==> config.mk <==
export PLATFORM = sky130hd
export DESIGN_NAME = led_breathing_phase_sequencer
export DESIGN_NICKNAME = d
export VERILOG_FILES = /design/src/hw/rtl/lbps_pkg.sv /design/src/hw/rtl/led_breathing_phase_sequencer.sv /design/src/hw/rtl/lbps_cfg.sv /design/src/hw/rtl/lbps_step.sv
export SDC_FILE = /design/constraint.sdc
export NUM_CORES = 1
export LEC_CHECK = 0
export BUFFER_PORTS_ARGS = -buffer_cell sky130_fd_sc_hd__buf_4
export CAP_MARGIN = 15
export CELL_PAD_IN_SITES_DETAIL_PLACEMENT = 0
export CELL_PAD_IN_SITES_GLOBAL_PLACEMENT = 1
export CORE_UTILIZATION = 49
export DETAILED_ROUTE_END_ITERATION = 8
export PLACE_DENSITY = 0.76
export SLEW_MARGIN = 40
export SYNTH_ARGS = -nofsm -noshare
export SYNTH_HDL_FRONTEND = slang
export SYNTH_SLANG_ARGS = --single-unit
==> constraint.sdc <==
create_clock -name clk -period 11 [get_ports clk]
set_input_delay 0.55 -clock clk [delete_from_list [all_inputs] [get_ports clk]]
set_output_delay 0.55 -clock clk [all_outputs]
set_load 0.005 [all_outputs]
==> src/hw/rtl/lbps_pkg.sv <==
package lbps_pkg;

    localparam int SLOTS_PER_FRAME        = 50;
    localparam int HOLD_FRAMES_PER_SECOND = 100;
    localparam int NUM_MODE_REGS          = 4;
    localparam int CFG_DATA_W             = 16;
    localparam int CFG_INDEX_W            = 3;

    localparam logic [5:0]  SLOT_LAST  = 6'(SLOTS_PER_FRAME - 1);
    localparam logic [5:0]  FULL_DUTY  = 6'(SLOTS_PER_FRAME);
    localparam logic [10:0] HOLD_SCALE = 11'(HOLD_FRAMES_PER_SECOND);

    // Control states.
    localparam logic [1:0] CTL_RUN   = 2'd0;
    localparam logic [1:0] CTL_WAIT  = 2'd1;
    localparam logic [1:0] CTL_DELAY = 2'd2;
    localparam logic [1:0] CTL_SLEEP = 2'd3;

    // Breath phases.
    localparam logic [1:0] PH_INHALE = 2'd0;
    localparam logic [1:0] PH_HOLD1  = 2'd1;
    localparam logic [1:0] PH_EXHALE = 2'd2;
    localparam logic [1:0] PH_HOLD2  = 2'd3;

    localparam logic [2:0] MODE_FIRST = 3'd0;
    localparam logic [2:0] MODE_SLEEP = 3'd4;

    // Register indexes.
    localparam logic [CFG_INDEX_W-1:0] REG_MODE0    = 3'd0;
    localparam logic [CFG_INDEX_W-1:0] REG_MODE1    = 3'd1;
    localparam logic [CFG_INDEX_W-1:0] REG_MODE2    = 3'd2;
    localparam logic [CFG_INDEX_W-1:0] REG_MODE3    = 3'd3;
    localparam logic [CFG_INDEX_W-1:0] REG_DEBOUNCE = 3'd4;
    localparam logic [CFG_INDEX_W-1:0] REG_DELAY    = 3'd5;

    localparam logic [15:0] RST_MODE0    = 16'h0404;
    localparam logic [15:0] RST_MODE1    = 16'h0606;
    localparam logic [15:0] RST_MODE2    = 16'h4444;
    localparam logic [15:0] RST_MODE3    = 16'h0874;
    localparam logic [3:0]  RST_DEBOUNCE = 4'd3;
    localparam logic [15:0] RST_DELAY    = 16'd250;

    typedef struct packed {
        logic [NUM_MODE_REGS-1:0][15:0] timing;
        logic [3:0]                     debounce_frames;
        logic [15:0]                    release_delay;
    } cfg_t;

    typedef struct packed {
        logic [2:0]  mode;
        logic [1:0]  ctl;
        logic [1:0]  phase;
        logic        ramp_down;
        logic [5:0]  duty;
        logic [5:0]  slot;
        logic [10:0] frame;
        logic [3:0]  debounce_count;
        logic [15:0] delay_count;
    } state_t;

    typedef struct packed {
        logic       green_on;
        logic       red_on;
        logic       blue_on;
        logic [2:0] current_mode;
    } result_t;

    function automatic logic [3:0] phase_dur(input logic [15:0] timing, input logic [1:0] p);
        logic [3:0] d;
        case (p)
            PH_INHALE: d = timing[3:0];
            PH_HOLD1:  d = timing[7:4];
            PH_EXHALE: d = timing[11:8];
            PH_HOLD2:  d = timing[15:12];
            default:   d = timing[3:0];
        endcase
        return d;
    endfunction

endpackage

==> src/hw/rtl/led_breathing_phase_sequencer.sv <==
// LED breathing pacer. Each input beat is one PWM slot tick carrying the
// button level; each output beat carries the three LED levels for that slot
// and the mode in effect after it. Fifty slots make a frame; fade phases
// ramp the duty up and down, hold phases stay at full duty, and the button
// is sampled on the last slot of each frame while running.
// Both channels use valid/ready. Every input beat produces exactly one
// output beat, presented in the cycle after it is taken. The state
// update is a single pass of combinational logic between the state
// registers and the output register, so one beat is taken every cycle
// as long as the output register is empty or being drained in the same
// cycle. When the receiver stalls, the pending result holds in the output
// register and in_ready drops until it is taken; no beat is lost.
// Reset (rst_n, asynchronous, active low) loads the default timing, puts
// the block in mode 0 at the start of inhale, and empties the output
// register. Configuration writes take effect at the next clock edge and
// are meant to be issued only while no beat is in flight.
module led_breathing_phase_sequencer
    import lbps_pkg::*;
(
    input  logic                   clk,
    input  logic                   rst_n,
    input  logic                   cfg_wen,
    input  logic [CFG_INDEX_W-1:0] cfg_index,
    input  logic [CFG_DATA_W-1:0]  cfg_wdata,
    input  logic                   in_valid,
    output logic                   in_ready,
    input  logic                   button_pressed,
    output logic                   out_valid,
    input  logic                   out_ready,
    output logic                   green_on,
    output logic                   red_on,
    output logic                   blue_on,
    output logic [2:0]             current_mode
);

    cfg_t    cfg;
    state_t  state_reg;
    state_t  state_next;
    result_t res_next;
    result_t res_reg;
    logic    out_valid_reg;
    logic    accept;

    lbps_cfg u_cfg (
        .clk       (clk),
        .rst_n     (rst_n),
        .cfg_wen   (cfg_wen),
        .cfg_index (cfg_index),
        .cfg_wdata (cfg_wdata),
        .cfg       (cfg)
    );

    lbps_step u_step (
        .cur            (state_reg),
        .cfg            (cfg),
        .button_pressed (button_pressed),
        .nxt            (state_next),
        .res            (res_next)
    );

    assign in_ready = !out_valid_reg || out_ready;
    assign accept   = in_valid && in_ready;

    always_ff @(posedge clk or negedge rst_n)
    begin
        if (!rst_n)
        begin
            state_reg     <= '0;
            out_valid_reg <= 1'b0;
        end
        else if (accept)
        begin
            state_reg     <= state_next;
            out_valid_reg <= 1'b1;
        end
        else if (out_ready)
        begin
            out_valid_reg <= 1'b0;
        end
    end

    always_ff @(posedge clk)
    begin
        if (accept)
            res_reg <= res_next;
    end

    assign out_valid    = out_valid_reg;
    assign green_on     = res_reg.green_on;
    assign red_on       = res_reg.red_on;
    assign blue_on      = res_reg.blue_on;
    assign current_mode = res_reg.current_mode;

`ifndef NO_ASSERTIONS
    a_one_led: assert property (@(posedge clk) disable iff (!rst_n)
        out_valid |-> $countones({green_on, red_on, blue_on}) <= 1)
        else $error("more than one LED lit in a slot");

    a_mode_range: assert property (@(posedge clk) disable iff (!rst_n)
        out_valid |-> current_mode <= MODE_SLEEP)
        else $error("mode out of range");

    a_wait_dark: assert property (@(posedge clk) disable iff (!rst_n)
        accept && (state_reg.ctl == CTL_WAIT || state_reg.ctl == CTL_SLEEP)
        |=> !green_on && !red_on && !blue_on)
        else $error("LED lit while waiting for release or sleeping");

    a_counters: assert property (@(posedge clk) disable iff (!rst_n)
        state_reg.slot <= SLOT_LAST && state_reg.duty <= SLOT_LAST)
        else $error("slot or duty counter out of range");

    a_sleep_mode: assert property (@(posedge clk) disable iff (!rst_n)
        state_reg.ctl == CTL_SLEEP |-> state_reg.mode == MODE_SLEEP)
        else $error("sleeping outside the sleep mode");
`endif

endmodule

==> src/hw/rtl/lbps_cfg.sv <==
module lbps_cfg
    import lbps_pkg::*;
(
    input  logic                   clk,
    input  logic                   rst_n,
    input  logic                   cfg_wen,
    input  logic [CFG_INDEX_W-1:0] cfg_index,
    input  logic [CFG_DATA_W-1:0]  cfg_wdata,
    output cfg_t                   cfg
);

    cfg_t cfg_reg;

    always_ff @(posedge clk or negedge rst_n)
    begin
        if (!rst_n)
        begin
            cfg_reg.timing[0]       <= RST_MODE0;
            cfg_reg.timing[1]       <= RST_MODE1;
            cfg_reg.timing[2]       <= RST_MODE2;
            cfg_reg.timing[3]       <= RST_MODE3;
            cfg_reg.debounce_frames <= RST_DEBOUNCE;
            cfg_reg.release_delay   <= RST_DELAY;
        end
        else if (cfg_wen)
        begin
            case (cfg_index)
                REG_MODE0:    cfg_reg.timing[0]       <= cfg_wdata;
                REG_MODE1:    cfg_reg.timing[1]       <= cfg_wdata;
                REG_MODE2:    cfg_reg.timing[2]       <= cfg_wdata;
                REG_MODE3:    cfg_reg.timing[3]       <= cfg_wdata;
                REG_DEBOUNCE: cfg_reg.debounce_frames <= cfg_wdata[3:0];
                REG_DELAY:    cfg_reg.release_delay   <= cfg_wdata;
                default:      ;
            endcase
        end
    end

    assign cfg = cfg_reg;

endmodule

==> src/hw/rtl/lbps_step.sv <==
module lbps_step
    import lbps_pkg::*;
(
    input  state_t  cur,
    input  cfg_t    cfg,
    input  logic    button_pressed,
    output state_t  nxt,
    output result_t res
);

    always_comb
    begin
        state_t      s;
        logic [15:0] timing;
        logic [3:0]  d;
        logic [3:0]  dk;
        logic [1:0]  p;
        logic        active;
        logic        hold;
        logic [5:0]  duty;
        logic        lit;
        logic [10:0] len;

        s      = cur;
        res    = '0;
        timing = '0;
        d      = '0;
        dk     = '0;
        p      = '0;
        active = 1'b0;
        hold   = 1'b0;
        duty   = '0;
        lit    = 1'b0;
        len    = '0;

        // The release delay runs out at the start of a tick, so the new mode
        // already plays (or sleeps) on that same tick.
        if (s.ctl == CTL_DELAY)
        begin
            if (s.delay_count == '0)
            begin
                s.mode      = (s.mode == MODE_SLEEP) ? MODE_FIRST : s.mode + 3'd1;
                s.phase     = PH_INHALE;
                s.ramp_down = 1'b0;
                s.duty      = '0;
                s.frame     = '0;
                s.slot      = '0;
                s.ctl       = (s.mode == MODE_SLEEP) ? CTL_SLEEP : CTL_RUN;
            end
            else
            begin
                s.delay_count = s.delay_count - 16'd1;
            end
        end

        case (s.ctl)
            CTL_SLEEP:
            begin
                if (button_pressed)
                    s.ctl = CTL_WAIT;
            end
            CTL_WAIT:
            begin
                if (!button_pressed)
                begin
                    s.ctl         = CTL_DELAY;
                    s.delay_count = cfg.release_delay;
                end
            end
            CTL_RUN:
            begin
                timing = cfg.timing[s.mode[1:0]];
                // Skip forward over phases whose duration is zero.
                for (int k = 0; k < 4; k++)
                begin
                    if (!active)
                    begin
                        p  = s.phase + 2'(k);
                        dk = phase_dur(timing, p);
                        if (dk != '0)
                        begin
                            active = 1'b1;
                            d      = dk;
                            if (k != 0)
                            begin
                                s.phase     = p;
                                s.ramp_down = 1'b0;
                                s.duty      = '0;
                                s.frame     = '0;
                            end
                        end
                    end
                end

                hold = s.phase[0];
                duty = hold ? FULL_DUTY : s.duty;
                lit  = (s.slot < duty);
                if (active)
                begin
                    case (s.phase)
                        PH_INHALE: res.green_on = lit;
                        PH_EXHALE: res.red_on   = lit;
                        default:   res.blue_on  = lit;
                    endcase
                end

                if (s.slot >= SLOT_LAST)
                begin
                    s.slot = '0;
                    if (button_pressed)
                    begin
                        if ({1'b0, s.debounce_count} + 5'd1 >= {1'b0, cfg.debounce_frames})
                        begin
                            s.debounce_count = '0;
                            s.ctl            = CTL_WAIT;
                        end
                        else
                        begin
                            s.debounce_count = s.debounce_count + 4'd1;
                        end
                    end
                    else
                    begin
                        s.debounce_count = '0;
                    end

                    if (s.ctl == CTL_RUN && active)
                    begin
                        len = hold ? 11'(d) * HOLD_SCALE : 11'(d);
                        if ({1'b0, s.frame} + 12'd1 < {1'b0, len})
                        begin
                            s.frame = s.frame + 11'd1;
                        end
                        else if (hold)
                        begin
                            s.phase     = s.phase + 2'd1;
                            s.ramp_down = 1'b0;
                            s.duty      = '0;
                            s.frame     = '0;
                        end
                        else
                        begin
                            s.frame = '0;
                            if (!s.ramp_down)
                            begin
                                if (s.duty < SLOT_LAST)
                                    s.duty = s.duty + 6'd1;
                                else
                                    s.ramp_down = 1'b1;
                            end
                            else if (s.duty != '0)
                            begin
                                s.duty = s.duty - 6'd1;
                            end
                            else
                            begin
                                s.phase     = s.phase + 2'd1;
                                s.ramp_down = 1'b0;
                                s.duty      = '0;
                                s.frame     = '0;
                            end
                        end
                    end
                end
                else
                begin
                    s.slot = s.slot + 6'd1;
                end
            end
            default: ;
        endcase

        res.current_mode = s.mode;
        nxt              = s;
    end

endmodule
==> flow_metrics.py, run 1 <==
metrics = {
    "synth": {
        "post-synth-top-count-cell": "nand2_1",
        "yosysTopAreaCellShare": 0.2923,
        "ys_top_cells_by_area": "dfrtp_1 (29%), mux2_2 (9.5%), dfstp_2 (6.2%)",
        "syn_avg_cell_area_um2": 9.249,
        "synth-seq-cells": 142,
        "dominantRegCellSynth": "dfrtp_1",
        "synth_area_leader_cell": "dfrtp_1",
        "ys_async_sr_fraction": 0.9577,
        "synthesis.nets": 1118,
        "seq_area_frac_synth": 0.3734,
        "syn_area_mm2": 0.009674,
        "synth_edf_count": 6,
        "synth_cell_types": 91,
        "syn-instance-count": 1046,
        "muxShareOfSynthArea": 0.1161,
        "synth_top_family_by_area": "compound AO/OA/AOI/OAI gates",
        "yosys.area_share.adder": 0.06156,
        "synth_compound_area_frac": 0.2109,
        "synth_xor_area_frac": 0.01733,
        "ys_warn_count": 0,
        "yosys.area_share.simple": 0.1808,
        "ys_top_cells_by_count": "nand2_1 (125), dfrtp_1 (113), mux2_2 (82), nor2_1 (67), o21ai_0 (65)",
    },
    "setup_path": {
        "cp_num_buf_inv": 5,
        "r2r_end": "state_reg[40]",
        "worst_path_max_delay_cell": "or4b_1",
        "startpoint_type": "flop",
        "crit_path_end_kind": "flop",
        "cp_common_cell": "ha_1",
        "r2r_cells": 39,
        "crit_family": "simple AND/OR/NAND/NOR gates",
        "cp.arrival_ps": 10420,
        "path_class": "reg2reg",
        "timing.rr.start": "state_reg[49]",
        "worstPathRequired_ps": 11320,
        "path_max_fanout": 23,
        "cpPeakStageDelay_ps": 730,
        "reg2reg_slack_ps": 900,
    },
    "outcome": {
        "run_status": "finished, final reports clean",
    },
    "sta": {
        "worstMarginPinSlew_ps": 768.4,
        "clock-skew-final_ps": 16.69,
        "slew_headroom": 0.4859,
        "post-route-period-util": 0.9180,
        "timing.hold.ws_ps": 136.5,
        "setup_viol": 0,
        "fmax_mhz": 99.03,
        "finalMaxSlewViolations": 0,
        "rsz0062_at_grt": "false",
        "hold_viol_final": 0,
        "fin_tns_setup_ps": 0,
        "period_minus_slack_ps": 10100,
    },
    "power_and_ir_drop": {
        "ir_drop_mv": 0.1424,
        "power_density_mw_per_mm2": 266.6,
        "p_leak_nw": 4.499,
    },
    "clocking": {
        "cts_buffers": 17,
        "clock-sinks": 142,
        "cts_setup_buffers": 0,
        "tritoncts": "done",
        "clk_path_buf_depth": 2,
        "postCtsResizedCells": 0,
        "cts_hold_buf": 0,
        "worstSkewPairLatency_ps": 440,
        "htree_levels": 4,
        "clkTransAtPathRegs_ps": 80,
        "clock-root-buffer": "clkbuf_16",
    },
    "drt": {
        "ant_nets": 0,
        "wl_per_cell_um": 20.85,
        "routed_wirelength_mm": 27.94,
        "drc_errors": 0,
        "drt-vias-per-instance": 6.131,
        "first_pass_iters": 6,
        "drt_iter0_drc": 658,
        "via_count": 8215,
    },
    "placement": {
        "place.gp.congestion": 0.9627,
        "placed_area_mm2": 0.01017,
        "port_buffers": 32,
        "dp.cells": 1308,
        "hpwlAfterDp_mm": 20.83,
    },
    "global_route": {
        "grt_max_degree": 79,
        "overflow": 0,
        "grt_pass1_vias": 7829,
        "grtUsageTotal": 0.2896,
        "grt_antenna_before_repair": 1,
        "grt_first_pass_wirelength_mm": 44.40,
    },
    "layout": {
        "layoutNonFillerInstCount": 1340,
        "register_area_mm2": 0.003612,
        "multi_input_area_mm2": 0.005710,
        "drive_above_1_share": 0.2102,
        "diodes": 0,
        "nets": 1134,
        "num-fill-cells": 1826,
        "largest_register_ffs": 84,
        "syn_to_final_growth_pct": 11.16,
        "fin_util": 0.5544,
        "final_area_mm2": 0.01075,
    },
    "floorplan": {
        "rows": 51,
        "pin_count": 33,
        "die-area_mm2": 0.02031,
        "fp.dieW_um": 142.5,
        "die_y_um": 142.5,
        "core-area_mm2": 0.01940,
        "start_util": 0.4987,
    },
    "min_path": {
        "hp-class": "in2async",
    },
    "run": {
        "drv_cap": 0,
    },
}
## cells in the final DEF (no fill, tap or decap), types with 11 or more instances in the layout
| master | n |
|---|---|
| nor2_1 | 67 |
| clkbuf_16 | 17 |
| inv_1 | 37 |
| mux2_2 | 82 |
| nand2b_1 | 21 |
| dfrtp_1 | 113 |
| a21oi_1 | 63 |
| o22ai_1 | 14 |
| a31oi_1 | 12 |
| a21o_1 | 11 |
| nand2_1 | 124 |
| a22o_1 | 16 |
| dfstp_2 | 23 |
| nand3_1 | 33 |
| o21ai_0 | 65 |
| ha_1 | 46 |
| buf_4 | 45 |
| mux2i_1 | 20 |
| xnor2_1 | 11 |
| nor3_1 | 17 |
| and2_1 | 16 |
## layout make-up
type / count / share of cell area
Clock buffer: 17 / 0.03956
Clock inverter: 15 / 0.01454
Inverter: 40 / 0.01443
Multi-Input combinational cell: 814 / 0.5310
Sequential cell: 142 / 0.3359
Tap cell: 265 / 0.03083
Timing Repair Buffer: 47 / 0.03374
## how the worst max path moves through the flow
stage / from / to / slack (ps) / cells past startpoint
after floorplan: state_reg[4] / state_reg[40] / 2660 / 42
after global placement: state_reg[49] / state_reg[20] / 1160 / 36
after detailed placement: state_reg[49] / state_reg[40] / 1100 / 39
after CTS: state_reg[49] / state_reg[40] / 1070 / 39
after global routing: state_reg[49] / state_reg[40] / 210 / 39
final: state_reg[49] / state_reg[40] / 900 / 39
## report_power, final
group | internal (mW) | switching, mW | leakage [nW] | total [mW]
registers | 0.651 | 0.111 | 1.72 | 0.762
logic | 0.604 | 0.922 | 2.50 | 1.53
clock network | 0.304 | 0.274 | 0.286 | 0.579
total | 1.56 | 1.31 | 4.50 | 2.87
## layer usage
layer	wire length, um	part of all wire	track usage
met5	0	0	0
met4	524	0.019	0.08489
met3	1486	0.053	0.06359
met2	12580	0.45	0.4414
met1	13340	0.48	0.4100
## cell families (layout without fill, tap and decap cells)
group / after synthesis / after routing
compound gates: 295 / 295
flops: 142 / 142
simple gates: 353 / 353
mux: 102 / 102
xor+xnor: 17 / 17
buf+inv: 90 / 119
fa+ha+maj: 47 / 47
## stage by stage
stage | setup slack (ps) | total power [mW]
floorplan | 2656 | 1.870
CTS | 1070 | 2.856
global placement | 1164 | 2.257
global route | 207.6 | 3.073
finish | 901.9 | 2.867
detailed placement | 1097 | 2.269
## worst register-to-register path: cells and delay by family (launching register included)
| kind | cells | cell delay [ps] |
|---|---|---|
| adders and majority gates | 6 | 1900 |
| and+or+nand+nor | 15 | 3250 |
| muxes | 1 | 280 |
| xor gates and xnor gates | 1 | 130 |
| buffers and inverters | 5 | 1060 |
| AOI/OAI and AO/OA | 11 | 2750 |
| DFF | 1 | 620 |
Note: power is estimated with default switching activity, not from simulation.
==> run 2, diff against run 1 <==
--- a/config.mk
+++ b/config.mk
@@ -9,9 +9,9 @@
 export CAP_MARGIN = 15
 export CELL_PAD_IN_SITES_DETAIL_PLACEMENT = 0
 export CELL_PAD_IN_SITES_GLOBAL_PLACEMENT = 1
-export CORE_UTILIZATION = 49
+export CORE_UTILIZATION = 45
 export DETAILED_ROUTE_END_ITERATION = 8
-export PLACE_DENSITY = 0.76
+export PLACE_DENSITY = 0.74
 export SLEW_MARGIN = 40
 export SYNTH_ARGS = -nofsm -noshare
 export SYNTH_HDL_FRONTEND = slang
==> constraint.sdc (replaced) <==
create_clock -name clk -period 9 [get_ports clk]
set_input_delay 0.45 -clock clk [delete_from_list [all_inputs] [get_ports clk]]
set_output_delay 0.45 -clock clk [all_outputs]
set_load 0.005 [all_outputs]
==> flow_metrics.py, run 2 (synthesized netlist as in run 1, its figures left out) <==
metrics = {
    "min_path": {
        "hp-class": "in2async",
    },
    "setup_path": {
        "r2r_cells": 38,
        "cp.arrival_ps": 8850,
        "worstPathRequired_ps": 9310,
        "startpoint_type": "flop",
        "cp_common_cell": "nand2_1",
        "cpPeakStageDelay_ps": 570,
        "worst_path_max_delay_cell": "or4_4",
        "crit_path_end_kind": "flop",
        "path_max_fanout": 16,
        "path_class": "reg2reg",
        "reg2reg_slack_ps": 460,
    },
    "layout": {
        "diodes": 0,
        "layoutNonFillerInstCount": 1391,
        "syn_to_final_growth_pct": 14.89,
        "largest_register_ffs": 84,
        "final_cell_mix": "nand2_1 (123), dfrtp_1 (113), buf_4 (86)",
        "final_common_cell": "nand2_1",
        "drive_above_1_share": 0.2446,
        "nets": 1175,
    },
    "floorplan": {
        "rows": 53,
        "die_y_um": 148.6,
        "core-area_mm2": 0.02102,
        "die-area_mm2": 0.02209,
        "pin_count": 33,
        "fp.dieW_um": 148.6,
        "start_util": 0.4602,
    },
    "sta": {
        "timing.hold.ws_ps": -0.5965,
        "setup_viol": 0,
        "setup_slack_ps": 457.1,
        "finalMaxSlewViolations": 0,
        "post-route-period-util": 0.9492,
        "worstMarginPinSlew_ps": 724.0,
        "clock-skew-final_ps": 15.56,
        "fmax_mhz": 117.1,
        "hold_viol_final": 1,
        "period_minus_slack_ps": 8543,
        "slew_headroom": 0.5112,
    },
    "clocking": {
        "clock-sinks": 142,
        "clk_path_buf_depth": 2,
        "clkTransAtPathRegs_ps": 70,
        "tritoncts": "done",
        "cts_hold_buf": 0,
        "htree_levels": 4,
        "clock-root-buffer": "clkbuf_16",
        "worstSkewPairLatency_ps": 430,
        "cts_buffers": 17,
    },
    "power_and_ir_drop": {
        "ir_drop_mv": 0.1622,
        "switching_share": 0.4380,
        "p_seq_frac": 0.249,
        "switching_power_mw": 1.620,
        "power_density_mw_per_mm2": 332.8,
        "p_leak_nw": 4.707,
        "clockPowerShare": 0.198,
        "cell_internal_pwr_mw": 2.079,
        "pwr-share-comb": 0.553,
    },
    "drt": {
        "routed_wirelength_mm": 28.91,
        "drc_errors": 0,
        "drt-vias-per-instance": 6.045,
        "wl_per_cell_um": 20.78,
        "drt_iter0_drc": 742,
        "via_count": 8409,
        "first_pass_iters": 5,
        "ant_nets": 0,
    },
    "global_route": {
        "grt_pass1_vias": 8204,
        "grt_antenna_before_repair": 2,
        "grt_first_pass_wirelength_mm": 45.91,
        "grt_max_degree": 76,
        "grtUsageTotal": 0.2722,
        "overflow": 0,
    },
    "outcome": {
        "violations": "hold timing",
        "run_status": "finished, violations left",
    },
    "placement": {
        "dp_slack_ps": 88.23,
        "dp.cells": 1354,
        "place.gp.congestion": 0.9569,
        "port_buffers": 32,
        "hpwlAfterDp_mm": 21.41,
    },
    "run": {
        "drv_cap": 0,
    },
}
-- run 2: changes by cell type in the layout (fill, tap and decap cells not counted), moves of 2 or more --
cell	change
inv_6	+2
and2_1	-2
mux2i_2	+2
clkinv_4	+2
mux2i_1	-2
inv_8	-4
and2_2	+2
bufinv_16	+2
clkinv_8	-2
buf_4	+41
-- run 2: per-layer routing --
| metal | global-route usage | vias to the layer above | share of wire |
|---|---|---|---|
| li1 | - | 3978 | - |
| met1 | 0.3904 | 4099 | 0.47 |
| met2 | 0.4082 | 273 | 0.45 |
| met3 | 0.04663 | 59 | 0.055 |
| met4 | 0.1015 | 0 | 0.026 |
| met5 | 0 | - | 0 |
-- run 2: repair_timing --
item                                    CTS  global route
buffers inserted                          0             5
gates resized for setup                   0            11
endpoints found under the setup margin    0            20
-- run 2: power groups by stage --
stage	sequential, mW	combinational (mW)	clock, mW
5_1_grt	0.937	2.24	0.771
3_3_place_gp	0.926	1.97	0
2_1_floorplan	0.875	1.41	0
3_5_place_dp	0.929	1.96	0
4_1_cts	0.917	1.97	0.746
6_report	0.920	2.05	0.732
-- run 2: critical path: cells and delay by family (launching register included) --
kind	cells	cell delay [ps]
xor gates and xnor gates	1	150
and+or+nand+nor	15	3300
AOI/OAI and AO/OA	12	2320
DFF	1	470
buffers and inverters	5	520
adders and majority gates	4	1290
muxes	1	360
-- run 2: area by class of cell --
type,count,area (um2)
fillers,1942,9907
multi-input cells,814,5736
flip-flops and latches,142,3612
repair buffers,88,668.1
clock buffers,18,429.2
well taps,275,344.1
clock inverters,14,168.9
inverters,40,156.4
-- run 2: worst paths after layout --
path | end | start
setup / recovery | state_reg[40] | state_reg[4]
hold / removal | state_reg[10] | rst_n
setup reg to reg | state_reg[40] | state_reg[4]
hold reg to reg | state_reg[32] | state_reg[32]
max in group asynchronous | u_cfg.cfg[18] | rst_n
min in group clk | out_valid | in_valid
-- run 2: per-stage QoR --
stage | area (um2) | utilization | power [mW] | setup TNS (ps) | hold WS, ps
2_1_floorplan | 9674 | - | 2.285 | 0 | 154.4
3_3_place_gp | 10400 | 0.4947 | 2.895 | 0 | 470.8
3_5_place_dp | 10450 | 0.4972 | 2.886 | 0 | 481.5
4_1_cts | 11050 | 0.5256 | 3.638 | 0 | 35.69
5_1_grt | 11110 | 0.5287 | 3.953 | -12.92 | 38.52
6_report | 11110 | 0.5287 | 3.699 | 0 | -0.5965
